### src/rtl/ipfwd_pkg.sv
// Shared constants, types and control structs of the IPv4 forwarding rewrite.
`timescale 1ns / 1ps
package ipfwd_pkg;

    localparam int ROUTE_ENTRIES = 4;
    localparam int KEY_SLOTS     = 4;
    localparam int MAX_WORDS     = 32768;
    localparam int HDR_DEPTH     = 37;
    localparam int HDR_AW        = 6;
    localparam int POS_W         = 16;
    localparam int SUM_W         = 22;

    localparam logic [15:0] ETHERTYPE_IPV4 = 16'h0800;
    localparam logic [3:0]  IHL_MIN        = 4'd5;
    localparam logic [2:0]  CFG_MAC_BASE   = 3'd4;

    typedef enum logic [2:0] {
        ST_COLLECT,
        ST_DROP,
        ST_MATCH,
        ST_CSUM,
        ST_EMIT_RD,
        ST_EMIT_WR,
        ST_FWD
    } t_state;

    typedef enum logic [1:0] {
        POS_HOLD,
        POS_INC,
        POS_CLR,
        POS_LOADN
    } t_pos_op;

    typedef struct packed {
        logic    cap;
        t_pos_op pos_op;
        logic    match_en;
        logic    csum_en;
        logic    k_clr;
        logic    k_inc;
        logic    rd_en;
        logic    emit_load;
        logic    fwd_load;
    } t_cmd;

    typedef struct packed {
        logic pos_is6;
        logic pos_is7;
        logic eth_ok;
        logic ihl_ok;
        logic hdr_final;
        logic in_last;
        logic in_sb;
        logic hit_ok;
        logic k_final;
        logic pos_max;
        logic out_free;
        logic frame_last;
    } t_stat;

endpackage

### src/rtl/ipfwd_ram.sv
// Generic simple dual-port RAM with registered read.
`timescale 1ns / 1ps
module ipfwd_ram #(
    parameter int WIDTH = 16,
    parameter int DEPTH = 37
) (
    input  logic                     i_clk,
    input  logic                     i_we,
    input  logic [$clog2(DEPTH)-1:0] i_waddr,
    input  logic [WIDTH-1:0]         i_wdata,
    input  logic                     i_re,
    input  logic [$clog2(DEPTH)-1:0] i_raddr,
    output logic [WIDTH-1:0]         o_rdata
);

    logic [WIDTH-1:0] r_mem [DEPTH];
    logic [WIDTH-1:0] r_rdata;

    always_ff @(posedge i_clk) begin
        if (i_we) begin
            r_mem[i_waddr] <= i_wdata;
        end
        if (i_re) begin
            r_rdata <= r_mem[i_raddr];
        end
    end

    assign o_rdata = r_rdata;

endmodule

### src/rtl/ipfwd_ctrl.sv
// Frame sequencer: header collection, lookup, header burst, payload pass and drop.
`timescale 1ns / 1ps
module ipfwd_ctrl (
    input  logic             i_clk,
    input  logic             i_rst_n,
    input  logic             i_in_valid,
    input  ipfwd_pkg::t_stat i_stat,
    output logic             o_in_ready,
    output ipfwd_pkg::t_cmd  o_cmd
);

    ipfwd_pkg::t_state r_state, n_state;
    logic acc;
    logic bad_hdr;

    assign acc     = i_in_valid && o_in_ready;
    assign bad_hdr = (i_stat.pos_is6 && !i_stat.eth_ok) || (i_stat.pos_is7 && !i_stat.ihl_ok);

    always_ff @(posedge i_clk) begin
        if (!i_rst_n) begin
            r_state <= ipfwd_pkg::ST_COLLECT;
        end else begin
            r_state <= n_state;
        end
    end

    always_comb begin
        n_state = r_state;
        case (r_state)
            ipfwd_pkg::ST_COLLECT: begin
                if (acc && bad_hdr && !i_stat.in_last) begin
                    n_state = ipfwd_pkg::ST_DROP;
                end else if (acc && !bad_hdr && i_stat.hdr_final && !i_stat.in_sb) begin
                    n_state = ipfwd_pkg::ST_MATCH;
                end
            end
            ipfwd_pkg::ST_DROP: begin
                if (acc && i_stat.in_last) begin
                    n_state = ipfwd_pkg::ST_COLLECT;
                end
            end
            ipfwd_pkg::ST_MATCH: n_state = ipfwd_pkg::ST_CSUM;
            ipfwd_pkg::ST_CSUM: begin
                if (i_stat.hit_ok) begin
                    n_state = ipfwd_pkg::ST_EMIT_RD;
                end else if (i_stat.frame_last) begin
                    n_state = ipfwd_pkg::ST_COLLECT;
                end else begin
                    n_state = ipfwd_pkg::ST_DROP;
                end
            end
            ipfwd_pkg::ST_EMIT_RD: n_state = ipfwd_pkg::ST_EMIT_WR;
            ipfwd_pkg::ST_EMIT_WR: begin
                if (i_stat.out_free) begin
                    if (!i_stat.k_final) begin
                        n_state = ipfwd_pkg::ST_EMIT_RD;
                    end else if (i_stat.frame_last) begin
                        n_state = ipfwd_pkg::ST_COLLECT;
                    end else begin
                        n_state = ipfwd_pkg::ST_FWD;
                    end
                end
            end
            ipfwd_pkg::ST_FWD: begin
                if (acc && i_stat.in_last) begin
                    n_state = ipfwd_pkg::ST_COLLECT;
                end else if (acc && i_stat.pos_max) begin
                    n_state = ipfwd_pkg::ST_DROP;
                end
            end
            default: n_state = ipfwd_pkg::ST_COLLECT;
        endcase
    end

    always_comb begin
        o_in_ready = 1'b0;
        o_cmd      = '0;
        o_cmd.pos_op = ipfwd_pkg::POS_HOLD;
        case (r_state)
            ipfwd_pkg::ST_COLLECT: begin
                o_in_ready = 1'b1;
                o_cmd.cap  = acc;
                if (acc) begin
                    if (bad_hdr || (!i_stat.hdr_final && i_stat.in_last)
                        || (i_stat.hdr_final && i_stat.in_sb)) begin
                        o_cmd.pos_op = ipfwd_pkg::POS_CLR;
                    end else if (!i_stat.hdr_final) begin
                        o_cmd.pos_op = ipfwd_pkg::POS_INC;
                    end
                end
            end
            ipfwd_pkg::ST_DROP: o_in_ready = 1'b1;
            ipfwd_pkg::ST_MATCH: o_cmd.match_en = 1'b1;
            ipfwd_pkg::ST_CSUM: begin
                if (i_stat.hit_ok) begin
                    o_cmd.csum_en = 1'b1;
                    o_cmd.k_clr   = 1'b1;
                end else begin
                    o_cmd.pos_op = ipfwd_pkg::POS_CLR;
                end
            end
            ipfwd_pkg::ST_EMIT_RD: o_cmd.rd_en = 1'b1;
            ipfwd_pkg::ST_EMIT_WR: begin
                if (i_stat.out_free) begin
                    o_cmd.emit_load = 1'b1;
                    if (!i_stat.k_final) begin
                        o_cmd.k_inc = 1'b1;
                    end else if (i_stat.frame_last) begin
                        o_cmd.pos_op = ipfwd_pkg::POS_CLR;
                    end else begin
                        o_cmd.pos_op = ipfwd_pkg::POS_LOADN;
                    end
                end
            end
            ipfwd_pkg::ST_FWD: begin
                o_in_ready     = i_stat.out_free;
                o_cmd.fwd_load = acc;
                if (acc) begin
                    if (i_stat.in_last || i_stat.pos_max) begin
                        o_cmd.pos_op = ipfwd_pkg::POS_CLR;
                    end else begin
                        o_cmd.pos_op = ipfwd_pkg::POS_INC;
                    end
                end
            end
            default: o_in_ready = 1'b0;
        endcase
    end

endmodule

### src/rtl/ipfwd_dp.sv
// Datapath: route table, header store, checksum and output word register.
`timescale 1ns / 1ps
module ipfwd_dp (
    input  logic             i_clk,
    input  logic             i_rst_n,
    input  logic             i_cfg_we,
    input  logic [2:0]       i_cfg_idx,
    input  logic [63:0]      i_cfg_wdata,
    input  logic [15:0]      i_frame_word,
    input  logic             i_word_last,
    input  logic             i_single_byte,
    input  logic             i_out_ready,
    input  ipfwd_pkg::t_cmd  i_cmd,
    output ipfwd_pkg::t_stat o_stat,
    output logic             o_out_valid,
    output logic [15:0]      o_out_word,
    output logic             o_out_last,
    output logic             o_out_single_byte
);

    logic [63:0] r_key [ipfwd_pkg::KEY_SLOTS];
    logic [47:0] r_mac [ipfwd_pkg::KEY_SLOTS];

    logic [ipfwd_pkg::POS_W-1:0]  r_pos;
    logic [ipfwd_pkg::HDR_AW-1:0] r_n;
    logic [ipfwd_pkg::HDR_AW-1:0] r_k;
    logic                         r_last;
    logic [15:0]                  r_w11;
    logic [31:0]                  r_src, r_dst;
    logic [ipfwd_pkg::SUM_W-1:0]  r_sum;
    logic [1:0]                   r_hit;
    logic                         r_hit_ok;
    logic [15:0]                  r_csum, r_w11n;
    logic [31:0]                  r_nsrc;
    logic [47:0]                  r_dmac, r_smac;
    logic                         r_ov, r_ol, r_os;
    logic [15:0]                  r_ow;

    logic [15:0]                  ram_rdata;
    logic [ipfwd_pkg::POS_W-1:0]  pos_inc;
    logic [1:0]                   hit;
    logic                         hit_any;
    logic [1:0]                   nxt;
    logic [15:0]                  w11n;
    logic [31:0]                  nsrc;
    logic [ipfwd_pkg::SUM_W-1:0]  total;
    logic [16:0]                  fold1;
    logic [15:0]                  fold2;
    logic [15:0]                  emit_word;
    logic                         out_free;
    logic                         skip_sum;

    always_ff @(posedge i_clk) begin
        if (!i_rst_n) begin
            for (int i = 0; i < ipfwd_pkg::KEY_SLOTS; i++) begin
                r_key[i] <= '0;
                r_mac[i] <= '0;
            end
        end else if (i_cfg_we) begin
            if (i_cfg_idx < ipfwd_pkg::CFG_MAC_BASE) begin
                r_key[i_cfg_idx[1:0]] <= i_cfg_wdata;
            end else begin
                r_mac[i_cfg_idx[1:0]] <= i_cfg_wdata[47:0];
            end
        end
    end

    ipfwd_ram #(
        .WIDTH (16),
        .DEPTH (ipfwd_pkg::HDR_DEPTH)
    ) u_hdr_ram (
        .i_clk   (i_clk),
        .i_we    (i_cmd.cap),
        .i_waddr (r_pos[ipfwd_pkg::HDR_AW-1:0]),
        .i_wdata (i_frame_word),
        .i_re    (i_cmd.rd_en),
        .i_raddr (r_k),
        .o_rdata (ram_rdata)
    );

    assign pos_inc = r_pos + 1'b1;

    always_ff @(posedge i_clk) begin
        if (!i_rst_n) begin
            r_pos <= '0;
        end else begin
            case (i_cmd.pos_op)
                ipfwd_pkg::POS_INC:   r_pos <= pos_inc;
                ipfwd_pkg::POS_CLR:   r_pos <= '0;
                ipfwd_pkg::POS_LOADN: r_pos <= {{(ipfwd_pkg::POS_W-ipfwd_pkg::HDR_AW){1'b0}}, r_n};
                default:              r_pos <= r_pos;
            endcase
        end
    end

    // words 11..14 stay out of the running sum; the rewritten 11, 13 and 14 join it at the end
    assign skip_sum = (r_pos == 16'd11) || (r_pos == 16'd12)
                   || (r_pos == 16'd13) || (r_pos == 16'd14);

    always_ff @(posedge i_clk) begin
        if (!i_rst_n) begin
            r_n <= '0;
        end else if (i_cmd.cap && r_pos == 16'd7) begin
            r_n <= ipfwd_pkg::HDR_AW'(7 + 2 * i_frame_word[11:8]);
        end
    end

    always_ff @(posedge i_clk) begin
        if (i_cmd.cap) begin
            r_last <= i_word_last;
            if (r_pos == 16'd0) begin
                r_sum <= '0;
            end else if (r_pos >= 16'd7 && !skip_sum) begin
                r_sum <= r_sum + ipfwd_pkg::SUM_W'(i_frame_word);
            end
            if (r_pos == 16'd11) r_w11 <= i_frame_word;
            if (r_pos == 16'd13) r_src[31:16] <= i_frame_word;
            if (r_pos == 16'd14) r_src[15:0]  <= i_frame_word;
            if (r_pos == 16'd15) r_dst[31:16] <= i_frame_word;
            if (r_pos == 16'd16) r_dst[15:0]  <= i_frame_word;
        end
    end

    // lowest matching entry wins
    always_comb begin
        hit     = '0;
        hit_any = 1'b0;
        for (int i = ipfwd_pkg::ROUTE_ENTRIES - 1; i >= 0; i--) begin
            if (r_key[i] == {r_src, r_dst}) begin
                hit     = 2'(i);
                hit_any = 1'b1;
            end
        end
    end

    always_ff @(posedge i_clk) begin
        if (i_cmd.match_en) begin
            r_hit    <= hit;
            r_hit_ok <= hit_any && (32'(hit) + 32'd1 < 32'(ipfwd_pkg::ROUTE_ENTRIES));
        end
    end

    assign nxt   = r_hit + 2'd1;
    assign nsrc  = r_key[nxt][63:32];
    assign w11n  = {r_w11[15:8] - 8'd1, r_w11[7:0]};
    assign total = r_sum + ipfwd_pkg::SUM_W'(w11n) + ipfwd_pkg::SUM_W'(nsrc[31:16])
                 + ipfwd_pkg::SUM_W'(nsrc[15:0]);
    assign fold1 = 17'(total[ipfwd_pkg::SUM_W-1:16]) + 17'(total[15:0]);
    assign fold2 = fold1[15:0] + 16'(fold1[16]);

    always_ff @(posedge i_clk) begin
        if (i_cmd.csum_en) begin
            r_csum <= ~fold2;
            r_w11n <= w11n;
            r_nsrc <= nsrc;
            r_dmac <= r_mac[nxt];
            r_smac <= r_mac[r_hit];
        end
    end

    always_ff @(posedge i_clk) begin
        if (!i_rst_n) begin
            r_k <= '0;
        end else if (i_cmd.k_clr) begin
            r_k <= '0;
        end else if (i_cmd.k_inc) begin
            r_k <= r_k + 1'b1;
        end
    end

    always_comb begin
        case (r_k)
            6'd0:    emit_word = r_dmac[47:32];
            6'd1:    emit_word = r_dmac[31:16];
            6'd2:    emit_word = r_dmac[15:0];
            6'd3:    emit_word = r_smac[47:32];
            6'd4:    emit_word = r_smac[31:16];
            6'd5:    emit_word = r_smac[15:0];
            6'd6:    emit_word = ipfwd_pkg::ETHERTYPE_IPV4;
            6'd11:   emit_word = r_w11n;
            6'd12:   emit_word = r_csum;
            6'd13:   emit_word = r_nsrc[31:16];
            6'd14:   emit_word = r_nsrc[15:0];
            default: emit_word = ram_rdata;
        endcase
    end

    assign out_free = !r_ov || i_out_ready;

    always_ff @(posedge i_clk) begin
        if (!i_rst_n) begin
            r_ov <= 1'b0;
        end else if (i_cmd.emit_load || i_cmd.fwd_load) begin
            r_ov <= 1'b1;
        end else if (i_out_ready) begin
            r_ov <= 1'b0;
        end
    end

    always_ff @(posedge i_clk) begin
        if (i_cmd.emit_load) begin
            r_ow <= emit_word;
            r_ol <= r_last && o_stat.k_final;
            r_os <= 1'b0;
        end else if (i_cmd.fwd_load) begin
            r_ow <= i_frame_word;
            r_ol <= i_word_last || o_stat.pos_max;
            r_os <= i_word_last && i_single_byte;
        end
    end

    always_comb begin
        o_stat.pos_is6    = (r_pos == 16'd6);
        o_stat.pos_is7    = (r_pos == 16'd7);
        o_stat.eth_ok     = (i_frame_word == ipfwd_pkg::ETHERTYPE_IPV4);
        o_stat.ihl_ok     = (i_frame_word[11:8] >= ipfwd_pkg::IHL_MIN);
        o_stat.hdr_final  = (r_pos > 16'd7)
                          && (pos_inc >= {{(ipfwd_pkg::POS_W-ipfwd_pkg::HDR_AW){1'b0}}, r_n});
        o_stat.in_last    = i_word_last;
        o_stat.in_sb      = i_word_last && i_single_byte;
        o_stat.hit_ok     = r_hit_ok;
        o_stat.k_final    = (r_k + 1'b1 == r_n);
        o_stat.pos_max    = (32'(pos_inc) >= 32'(ipfwd_pkg::MAX_WORDS));
        o_stat.out_free   = out_free;
        o_stat.frame_last = r_last;
    end

    assign o_out_valid       = r_ov;
    assign o_out_word        = r_ow;
    assign o_out_last        = r_ol;
    assign o_out_single_byte = r_os;

endmodule

### src/rtl/ipv4_forward_header_rewrite.sv
// Top level of the IPv4 forwarding header rewrite.
// Header words are taken one per cycle; after the last header word the lookup and
// checksum states follow, then the n-word header leaves word by word, each word a
// registered header RAM read and then an output register load, held while stalled.
// Payload then passes at one word per cycle through the output register if free.
// Synchronous active-low reset returns to header collection with no word pending.
`timescale 1ns / 1ps
module ipv4_forward_header_rewrite (
    input  logic        i_clk,
    input  logic        i_rst_n,
    input  logic        i_cfg_we,
    input  logic [2:0]  i_cfg_idx,
    input  logic [63:0] i_cfg_wdata,
    input  logic        i_in_valid,
    output logic        o_in_ready,
    input  logic [15:0] i_frame_word,
    input  logic        i_word_last,
    input  logic        i_single_byte,
    output logic        o_out_valid,
    input  logic        i_out_ready,
    output logic [15:0] o_out_word,
    output logic        o_out_last,
    output logic        o_out_single_byte
);

    ipfwd_pkg::t_cmd  cmd;
    ipfwd_pkg::t_stat stat;

    ipfwd_ctrl u_ctrl (
        .i_clk      (i_clk),
        .i_rst_n    (i_rst_n),
        .i_in_valid (i_in_valid),
        .i_stat     (stat),
        .o_in_ready (o_in_ready),
        .o_cmd      (cmd)
    );

    ipfwd_dp u_dp (
        .i_clk             (i_clk),
        .i_rst_n           (i_rst_n),
        .i_cfg_we          (i_cfg_we),
        .i_cfg_idx         (i_cfg_idx),
        .i_cfg_wdata       (i_cfg_wdata),
        .i_frame_word      (i_frame_word),
        .i_word_last       (i_word_last),
        .i_single_byte     (i_single_byte),
        .i_out_ready       (i_out_ready),
        .i_cmd             (cmd),
        .o_stat            (stat),
        .o_out_valid       (o_out_valid),
        .o_out_word        (o_out_word),
        .o_out_last        (o_out_last),
        .o_out_single_byte (o_out_single_byte)
    );

endmodule

### config.mk
export PLATFORM = sky130hd
export DESIGN_NAME = ipv4_forward_header_rewrite
export DESIGN_NICKNAME = d
export VERILOG_FILES = /design/src/rtl/ipfwd_pkg.sv /design/src/rtl/ipfwd_ram.sv /design/src/rtl/ipfwd_ctrl.sv /design/src/rtl/ipfwd_dp.sv /design/src/rtl/ipv4_forward_header_rewrite.sv
export SDC_FILE = /design/constraint.sdc
export NUM_CORES = 2
export LEC_CHECK = 0
export CAP_MARGIN = 40
export CORE_ASPECT_RATIO = 0.6
export CORE_MARGIN = 2
export CORE_UTILIZATION = 52
export DETAILED_ROUTE_END_ITERATION = 12
export DONT_BUFFER_PORTS = 1
export GPL_ROUTABILITY_DRIVEN = 0
export GPL_TIMING_DRIVEN = 0
export PLACE_DENSITY = 0.7
export REMOVE_ABC_BUFFERS = 1
export SYNTH_ARGS = -nofsm -noshare
export SYNTH_HDL_FRONTEND = slang
export SYNTH_SLANG_ARGS = --single-unit
### constraint.sdc
create_clock -name i_clk -period 8.1 [get_ports i_clk]
set_input_delay 1.215 -clock i_clk [delete_from_list [all_inputs] [get_ports i_clk]]
set_output_delay 1.215 -clock i_clk [all_outputs]
set_load 0.01 [all_outputs]
==> impl_metrics.tcl <==
set metrics [dict create \
    clkSinkCount 1372 \
    worstMarginPinSlew_ns 1.02 \
    core_area_sq_um 117000 \
    clkLatencyLatePin_ns 0.75 \
    wl_per_cell_um 31.2 \
    crit_path_start_kind "flop" \
    reg2reg_slack_ns -0.28 \
    portBuffers 0 \
    cellLeakagePower_nw 23.0 \
    maxSlewHeadroom_pct 30.3 \
    critPathMaxStageDelay_ns 0.64 \
    status "finished with violations" \
    nets 4051 \
    syn_area_sq_um 61300 \
    r2r-start "u_dp.r_hit[1]" \
    grt_first_pass_wirelength_um 248000 \
    postSynthCellCount 3722 \
    path_clk_slew_ns 0.07 \
    fmax_ghz 0.119 \
    num-fill-cells 8502 \
    cts.htree.levels 3 \
    final_util_pct 60.0 \
    syn_area_per_cell_sq_um 16.5 \
    layout-drive-gt1-share_pct 20.3 \
    min_from "u_dp.r_w11[5]" \
    whs_endpoint "u_dp.r_w11n[5]" \
    crit_path_max_fanout 9 \
    post-route-period-util_pct 103 \
    dieHeight_um 270 \
    grt_overflow 0 \
    antenna_found_initial 18 \
    synth-seq-cells 1372 \
    area.growth.synth_to_final_pct 14.2 \
    cts_tree "done" \
    async_flop_share_pct 0 \
    p_per_area_nw_per_um2 225 \
    clock_path_buffers 3 \
    synth_seq_area_share_pct 66.7 \
    setup_ws_ns -0.277 \
    fin_skew_ns 0.0355 \
    cp-end-kind "flop" \
    combPwrFrac_pct 12.5 \
    slew_violations 0 \
    required_ns 8.58 \
    p_int_mw 11.9 \
    clkPwrFrac_pct 36.0 \
    total_power_mw 15.7 \
    rsz0062_at_grt "yes" \
    die_x_um 447 \
    hpwl_um 119000 \
    crit_type "reg2reg" \
    rows 97 \
    sw_frac_of_total_pct 24.6 \
    violations "negative setup slack" \
    drv_cap 0 \
    cpMaxStageDelayCell "mux4_2" \
    cp_top_family "adder cells" \
    synth_flop_cell "edfxtp_1" \
    die_area_sq_um 121000 \
    grtUsageTotal_pct 28.8 \
    io_pins 110 \
    cts_made_buffers 121 \
    power.switching_mw 3.86 \
    rr_worst_depth 34 \
    drc_errors 0 \
    pwr-share-seq_pct 51.6 \
    min_path_cells 0 \
    wirelength_um 173000 \
    grt_pass1_vias 33871 \
    period_needed_ns 8.38 \
    initial_core_util_pct 52.5 \
    grt_max_degree 125 \
    synth_cell_types 79 \
    synth-edff-count 1339 \
    cts_root_buffer "clkbuf_16" \
    ant_nets 0 \
    yosys_warnings 0 \
    hold_viol 0 \
    irDropWorstVdd_v 0.000172 \
    vias_per_cell 6.37 \
    dr.pass1.iters 6 \
    vias 35322 \
    setup_viol 5 \
    initialDrtViolationCount 5127 \
    critPathArrivalTime_ns 8.85 \
    rr_endpoint "u_dp.r_csum[14]" \
    hold_class "reg2reg" \
    cp_num_buf_inv 6 \
]
repair_timing:
action / 4_1_cts / 5_1_grt
resized for setup: 37 / 40
endpoints found under the setup margin: 16 / 10
gates cloned: 0 / 0
hold buffers: 0 / 0
pin swaps: 24 / 34
setup buffers: 37 / 22
state kept, by name (all words and copies together) (netlist names), 22 cells and up:
name	cells
u_dp.r_sum	22
u_dp.r_dst	32
u_dp.u_hdr_ram.r_mem	592
u_dp.r_mac	192
u_dp.r_src	32
u_dp.r_dmac	48
u_dp.r_nsrc	32
u_dp.r_smac	48
u_dp.r_key	256
final cells by class:
| class | count | area [sq um] | share of cell area (%) |
|---|---|---|---|
| tap | 1584 | 1980 | 2.83 |
| timing repair buffer | 192 | 2970 | 4.24 |
| antenna | 5 | 12.5 | 0.0179 |
| clock buffer | 141 | 3170 | 4.52 |
| multi-input combinational | 2049 | 19900 | 28.4 |
| clock inverter | 75 | 609 | 0.870 |
| sequential | 1372 | 40900 | 58.4 |
| inverter | 130 | 495 | 0.708 |
cell usage after synthesis (all sizes together), types with 4 or more instances:
cell type | number | share of area (%)
a211oi | 31 | 0.38
a21boi | 6 | 0.073
a21o | 14 | 0.17
a21oi | 72 | 0.59
a221oi | 17 | 0.25
a22o | 16 | 0.23
a22oi | 47 | 0.58
a311oi | 4 | 0.057
a31oi | 7 | 0.071
and2 | 463 | 4.7
and3 | 21 | 0.22
and3b | 4 | 0.057
and4 | 4 | 0.057
buf | 37 | 0.26
clkbuf | 134 | 0.82
dfxtp | 33 | 1.1
edfxtp | 1339 | 66
fa | 34 | 1.1
ha | 61 | 1.2
inv | 130 | 0.80
mux2i | 20 | 0.33
mux4 | 304 | 11
nand2 | 79 | 0.48
nand2b | 18 | 0.18
nand3 | 20 | 0.17
nand3b | 5 | 0.061
nand4 | 57 | 0.58
nor2 | 129 | 0.79
nor2b | 27 | 0.28
nor3 | 33 | 0.31
nor3b | 6 | 0.073
nor4 | 54 | 0.55
o2111ai | 5 | 0.071
o211ai | 9 | 0.12
o21a | 9 | 0.11
o21ai | 63 | 0.51
o31ai | 7 | 0.086
or2 | 5 | 0.051
or3 | 7 | 0.071
or4 | 4 | 0.061
xnor2 | 149 | 2.1
xor2 | 197 | 2.8
worst max-delay path by stage:
stage | from | end | cells past startpoint
CTS | u_dp.r_hit[1] | u_dp.r_csum[15] | 34
detailed placement | u_dp.r_hit[1] | u_dp.r_csum[11] | 35
global route | u_dp.r_hit[1] | u_dp.r_csum[15] | 34
floorplan | u_dp.r_hit[0] | u_dp.r_csum[15] | 33
global placement | u_dp.r_hit[0] | u_dp.r_csum[11] | 31
finish | u_dp.r_hit[1] | u_dp.r_csum[14] | 34
through the flow:
step	cells	worst slack, ns	area [sq um]	hold slack, ns	TNS [ns]
after floorplan	3551	-3.40	60600	0.426	-72.73
after global placement	5135	-7.19	62600	0.433	-1242.54
after detailed placement	5268	-1.89	65400	0.437	-18.26
after CTS	5521	0.0135	69600	0.457	0
after global routing	5547	-0.465	70000	0.463	-1.90
final	5548	-0.277	70000	0.456	-0.746
power groups by stage:
stage               logic, mW  clock network [mW]  registers, mW
finish                   1.96                5.66           8.11
global route             2.10                5.96           8.12
CTS                      1.71                5.70           8.11
detailed placement       1.58                   0           8.26
global placement         1.50                   0           8.29
floorplan                1.09                   0           8.25
cell families (layout without fill, tap and decap cells):
family | count (synthesis) | after routing | share of synthesized area [%]
XOR/XNOR | 346 | 346 | 4.94
multiplexers | 324 | 324 | 11.5
flip-flops | 1372 | 1372 | 66.7
AO/OA/AOI/OAI | 337 | 337 | 3.76
other | 0 | 5 | 0
AND/OR/NAND/NOR | 947 | 947 | 8.90
adder cells (fa/ha/maj) | 95 | 95 | 2.36
buffers and inverters | 301 | 538 | 1.88
routing by layer:
layer / routed length [um] / share of wire, % / track usage, % / vias to the layer above
met3: 27200 / 16 / 11.6 / 213
met5: 45 / 0.026 / 0 / -
met2: 70000 / 40 / 37.5 / 2397
met4: 3590 / 2.1 / 6.07 / 6
met1: 72400 / 42 / 45.2 / 18096
li1: - / - / - / 14610
worst register-to-register path: cells and delay by family, from the launching register on:
family | cells | cell delay, ns
flip-flops | 1 | 0.44
AND/OR/NAND/NOR | 8 | 1.47
AO/OA/AOI/OAI | 10 | 2.23
XOR/XNOR | 2 | 0.32
buffers and inverters | 6 | 0.74
multiplexers | 1 | 0.65
adder cells (fa/ha/maj) | 7 | 2.32
cell usage in the layout (no fill, tap or decap), types with 24 or more instances in the layout:
master,instances
nor2_2,38
edfxtp_1,1339
o21ai_0,50
a21oi_1,69
clkbuf_16,125
nor2b_1,26
nor3_1,24
clkinv_1,31
nand2_1,74
buf_4,65
buf_8,44
xnor2_1,144
ha_1,50
a22oi_1,47
nor4_1,53
a211oi_1,29
inv_1,124
mux4_2,304
buf_16,46
nand4_1,57
fa_1,32
dfxtp_1,27
nor2_1,84
xor2_1,196
and2_1,460
Power figures use the tool's default switching activity.
